**src/hw/rtl/hdbb_pkg.sv**
```systemverilog
// hdbb_pkg: sizes, command and status codes, controller states and the
// command/status structs shared by the dirty bitmap controller and datapath
// no dependencies
`default_nettype none

package hdbb_pkg;

   localparam int LEVEL_ENTRIES = 32;

   localparam int IDX_BITS  = 5;
   localparam int OFF_BITS  = 3;
   localparam int TOP_SHIFT = 13;
   localparam int MID_SHIFT = 8;
   localparam int INDEX_W   = 18;
   localparam int CMD_W     = 2;
   localparam int BYTE_DW   = 8;
   localparam int CNT_W     = 9;

   localparam int GROUPS = LEVEL_ENTRIES * LEVEL_ENTRIES;
   localparam int BYTES  = GROUPS * LEVEL_ENTRIES;
   localparam int GRP_W  = $clog2(GROUPS);
   localparam int BYTE_W = $clog2(BYTES);

   localparam logic [CMD_W-1:0] CMD_DIRTY = 2'd0;
   localparam logic [CMD_W-1:0] CMD_CLEAN = 2'd1;
   localparam logic [CMD_W-1:0] CMD_CLEAR = 2'd2;

   localparam logic STATUS_OK          = 1'b0;
   localparam logic STATUS_NOT_PRESENT = 1'b1;

   typedef enum logic [2:0] {
      S_INIT_SWEEP,
      S_IDLE,
      S_LOOKUP,
      S_HOLD,
      S_CLEAR_SWEEP
   } state_type;

   typedef struct packed {
      logic accept;
      logic lookup;
      logic push_lookup;
      logic push_pending;
      logic sweep;
   } dp_cmd_type;

   typedef struct packed {
      logic slot_free;
      logic sweep_last;
   } dp_status_type;

   function automatic logic in_range(input logic [IDX_BITS-1:0] idx);
      return 32'(idx) < LEVEL_ENTRIES;
   endfunction

   function automatic logic [GRP_W-1:0] grp_addr(input logic [IDX_BITS-1:0] top,
                                                 input logic [IDX_BITS-1:0] mid);
      return GRP_W'(32'(top) * LEVEL_ENTRIES + 32'(mid));
   endfunction

   function automatic logic [BYTE_W-1:0] byte_addr(input logic [GRP_W-1:0] grp,
                                                   input logic [IDX_BITS-1:0] low);
      return BYTE_W'(32'(grp) * LEVEL_ENTRIES + 32'(low));
   endfunction

endpackage

`default_nettype wire

```
**src/hw/rtl/hdbb_ctrl.sv**
```systemverilog
// hdbb_ctrl: controller state machine for the dirty bitmap
// depends on hdbb_pkg; drives the datapath through hdbb_pkg::dp_cmd_type
`default_nettype none

module hdbb_ctrl (
   input  wire logic                         clock,
   input  wire logic                         reset,
   input  wire logic                         req_valid,
   input  wire logic [hdbb_pkg::CMD_W-1:0]   req_cmd,
   output logic                              req_stall,
   input  wire hdbb_pkg::dp_status_type      dp_status,
   output hdbb_pkg::dp_cmd_type              dp_cmd
);

   hdbb_pkg::state_type state_ff;
   hdbb_pkg::state_type state_in;

   always_ff @(posedge clock) begin
      if (reset) begin
         state_ff <= hdbb_pkg::S_INIT_SWEEP;
      end else begin
         state_ff <= state_in;
      end
   end

   always_comb begin
      state_in  = state_ff;
      req_stall = 1'b1;
      dp_cmd    = '0;
      case (state_ff)
         hdbb_pkg::S_INIT_SWEEP: begin
            dp_cmd.sweep = 1'b1;
            if (dp_status.sweep_last) begin
               state_in = hdbb_pkg::S_IDLE;
            end
         end
         hdbb_pkg::S_IDLE: begin
            req_stall = 1'b0;
            if (req_valid) begin
               dp_cmd.accept = 1'b1;
               if (req_cmd == hdbb_pkg::CMD_CLEAR) begin
                  state_in = hdbb_pkg::S_CLEAR_SWEEP;
               end else begin
                  state_in = hdbb_pkg::S_LOOKUP;
               end
            end
         end
         hdbb_pkg::S_LOOKUP: begin
            dp_cmd.lookup = 1'b1;
            if (dp_status.slot_free) begin
               dp_cmd.push_lookup = 1'b1;
               state_in = hdbb_pkg::S_IDLE;
            end else begin
               state_in = hdbb_pkg::S_HOLD;
            end
         end
         hdbb_pkg::S_HOLD: begin
            if (dp_status.slot_free) begin
               dp_cmd.push_pending = 1'b1;
               state_in = hdbb_pkg::S_IDLE;
            end
         end
         hdbb_pkg::S_CLEAR_SWEEP: begin
            dp_cmd.sweep = 1'b1;
            if (dp_status.sweep_last) begin
               state_in = hdbb_pkg::S_HOLD;
            end
         end
         default: begin
            state_in = hdbb_pkg::S_IDLE;
         end
      endcase
   end

endmodule

`default_nettype wire

```
**config.mk**
```make
export PLATFORM = sky130hd
export DESIGN_NAME = hdbb_ctrl
export DESIGN_NICKNAME = d
export VERILOG_FILES = /design/src/hw/rtl/hdbb_pkg.sv /design/src/hw/rtl/hdbb_ctrl.sv
export SDC_FILE = /design/constraint.sdc
export NUM_CORES = 1
export LEC_CHECK = 0
export BUFFER_PORTS_ARGS = -buffer_cell sky130_fd_sc_hd__buf_4
export CAP_MARGIN = 15
export CORE_AREA = 2 2 39 41
export DETAILED_ROUTE_END_ITERATION = 10
export DIE_AREA = 0 0 41 43
export PLACE_DENSITY_LB_ADDON = 0.3
export SLEW_MARGIN = 20
export SYNTH_ARGS = -nofsm -noshare
export SYNTH_HDL_FRONTEND = slang
export SYNTH_SLANG_ARGS = --single-unit
```
**constraint.sdc**
```tcl
create_clock -name clock -period 1.7 [get_ports clock]
set_input_delay 0.34 -clock clock [delete_from_list [all_inputs] [get_ports clock]]
set_output_delay 0.34 -clock clock [all_outputs]
set_load 0.01 [all_outputs]
```
==> impl_metrics.json <==
{
  "dieArea_mm2": 0.00176,
  "routabilityCongestion": 0.584,
  "fin_util_pct": 25.5,
  "wl_um": 581,
  "clock_latency_ns": 0.24,
  "fin_crit_sh_pct": 94.8,
  "ir_worst_vdd_v": 0.000371,
  "max_freq_mhz": 620,
  "cts.htree.levels": 1,
  "fin_crit_ns": 1.61,
  "ios": 13,
  "syn2layout_area_growth_pct": 68.9,
  "path_max_fanout": 7,
  "seq_area_frac_synth_pct": 28.7,
  "rows": 14,
  "num_vias": 246,
  "drt_iter0_drc": 2,
  "fill_cells": 154,
  "worstMarginPinSlew_ns": 0.274,
  "path_clk_slew_ns": 0.04,
  "critPathSlowestCell": "dfxtp_1",
  "startpoint_type": "flop",
  "start_util_pct": 15.1,
  "skew_ns": 0.00500,
  "antenna_found_initial": 0,
  "critical_path_class": "reg2out",
  "antenna_left": 0,
  "syn_nets": 35,
  "synthesis.area_um2": 209,
  "wl_per_cell_um": 9.68,
  "via_per_inst": 4.10,
  "report.final.slew_viol_count": 0,
  "cp.arrival_ns": 1.27,
  "antenna_cells": 0,
  "port_buffers": 12,
  "grt_pass1_wl_um": 862,
  "synth.avg_cell_area_um2": 7.46,
  "max_cap_violations": 0,
  "gr-total-overflow": 0,
  "core_area_mm2": 0.00138,
  "grt_max_degree": 11,
  "grt_pass1_vias": 207,
  "fin_hold_ws_ns": 0.282,
  "finalHoldViolations": 0,
  "setup_tns_ns": 0,
  "crit_path_max_incr_delay_ns": 0.43,
  "drc": 0,
  "cts_buffers": 3,
  "power_leakage_nw": 0.163,
  "fp.dieW_um": 41,
  "largest_reg_flops": 3,
  "synth_cells": 28,
  "cts_buffer_depth": 2,
  "dr.pass1.iters": 4,
  "cp_top_family": "simple AND/OR/NAND/NOR gates",
  "multi_input_area_um2": 153,
  "ff_latch_area_um2": 60.1,
  "fp.dieH_um": 43,
  "critPathBufInv": 1,
  "finalPower_w": 0.000314,
  "synth-seq-cells": 3,
  "postCtsSetupRepairBufs": 0,
  "slew_headroom_pct": 81.7,
  "ys_types": 15,
  "hold_class": "in2reg",
  "root_buffer": "clkbuf_4",
  "final_nets": 52,
  "yosysWarnings": 0,
  "final_cell_mix": "buf_4, nor2_1, a21oi_1, clkbuf_4, dfxtp_1",
  "power_density_mw_per_mm2": 890,
  "track_usage_pct": 7.72,
  "cts_sinks": 3,
  "status": "completed",
  "required_ns": 1.36,
  "drive_gt1_share_pct": 43.2,
  "largest_registers": "state_ff (3)",
  "crit_path_cell_trace": "nor2b_2 > and3b_1 > buf_4",
  "placed_cell_area_um2": 319,
  "cp-end-kind": "output pin",
  "cts_tree": "built",
  "mostFrequentLayoutCell": "buf_4",
  "rsz0062_at_grt": "false",
  "finalSetupViolCount": 0,
  "final_area_um2": 353,
  "largest-register": "state_ff"
}
where the power goes:
part	switching [W]	internal, W	total (W)
combinational	0.0000391	0.0000536	0.0000927
clock	0.0000425	0.0000883	0.000131
sequential	0.0000131	0.0000774	0.0000905
metrics by stage:
step	std cells	setup slack [ns]
2_1_floorplan	28	0.343
3_3_place_gp	56	0.267
3_5_place_dp	56	0.292
4_1_cts	60	0.0360
5_1_grt	60	0.0193
6_report	60	0.0876
kinds of logic (layout without fill, tap and decap cells):
| kind of cell | Yosys count | in the layout | synth area share [%] |
|---|---|---|---|
| AO/OA/AOI/OAI | 7 | 7 | 21.0 |
| buffers and inverters | 1 | 17 | 1.79 |
| flip-flops | 3 | 3 | 28.7 |
| AND/OR/NAND/NOR | 17 | 17 | 48.5 |
synth_stat cells:
| cell | n | share of area [%] |
|---|---|---|
| and3_1 | 1 | 3.0 |
| and3b_1 | 1 | 4.2 |
| nor3b_1 | 1 | 3.6 |
| nor2_1 | 6 | 11 |
| o21ai_0 | 1 | 2.4 |
| or3b_1 | 1 | 4.2 |
| nor3_2 | 1 | 4.8 |
| a21oi_1 | 4 | 9.6 |
| nor2b_1 | 3 | 9.0 |
| and2_1 | 1 | 3.0 |
| a32oi_1 | 1 | 4.2 |
| inv_1 | 1 | 1.8 |
| nand2b_1 | 2 | 6.0 |
| dfxtp_1 | 3 | 29 |
| o21ba_2 | 1 | 4.8 |
worst paths after layout:
path                            slack (ns)           to         from  cells past startpoint
worst max-delay path                  0.09    dp_cmd[4]  state_ff[0]                      3
worst min-delay path                  0.28  state_ff[2]        reset                      2
worst max register to register        0.46  state_ff[1]  state_ff[0]                      4
worst min register to register        0.60  state_ff[0]  state_ff[1]                      2
per-layer routing:
metal	up-vias	share of wire (%)	track usage (%)
met3	0	14	7.85
met4	0	0	2.00
met5	-	0	0
met1	103	46	9.62
met2	14	40	9.06
li1	129	-	-
worst reg2reg max path: cells and delay by family (launching register included):
kind	cells	cell delay, ns
compound gates	2	0.23
flops	1	0.43
simple gates	2	0.52
repair_timing:
action                     4_1_cts  5_1_grt
setup endpoints to repair        0        2
hold buffers                     0        0
resized for setup                0        2
final cells by class:
cell class | instances | area share [%]
multi-input combinational | 24 | 43.3
timing repair buffer | 12 | 25.5
sequential | 3 | 17.0
clock buffer | 4 | 7.45
tap | 16 | 5.67
inverter | 1 | 1.06
Note: power is estimated with default switching activity, not from simulation.
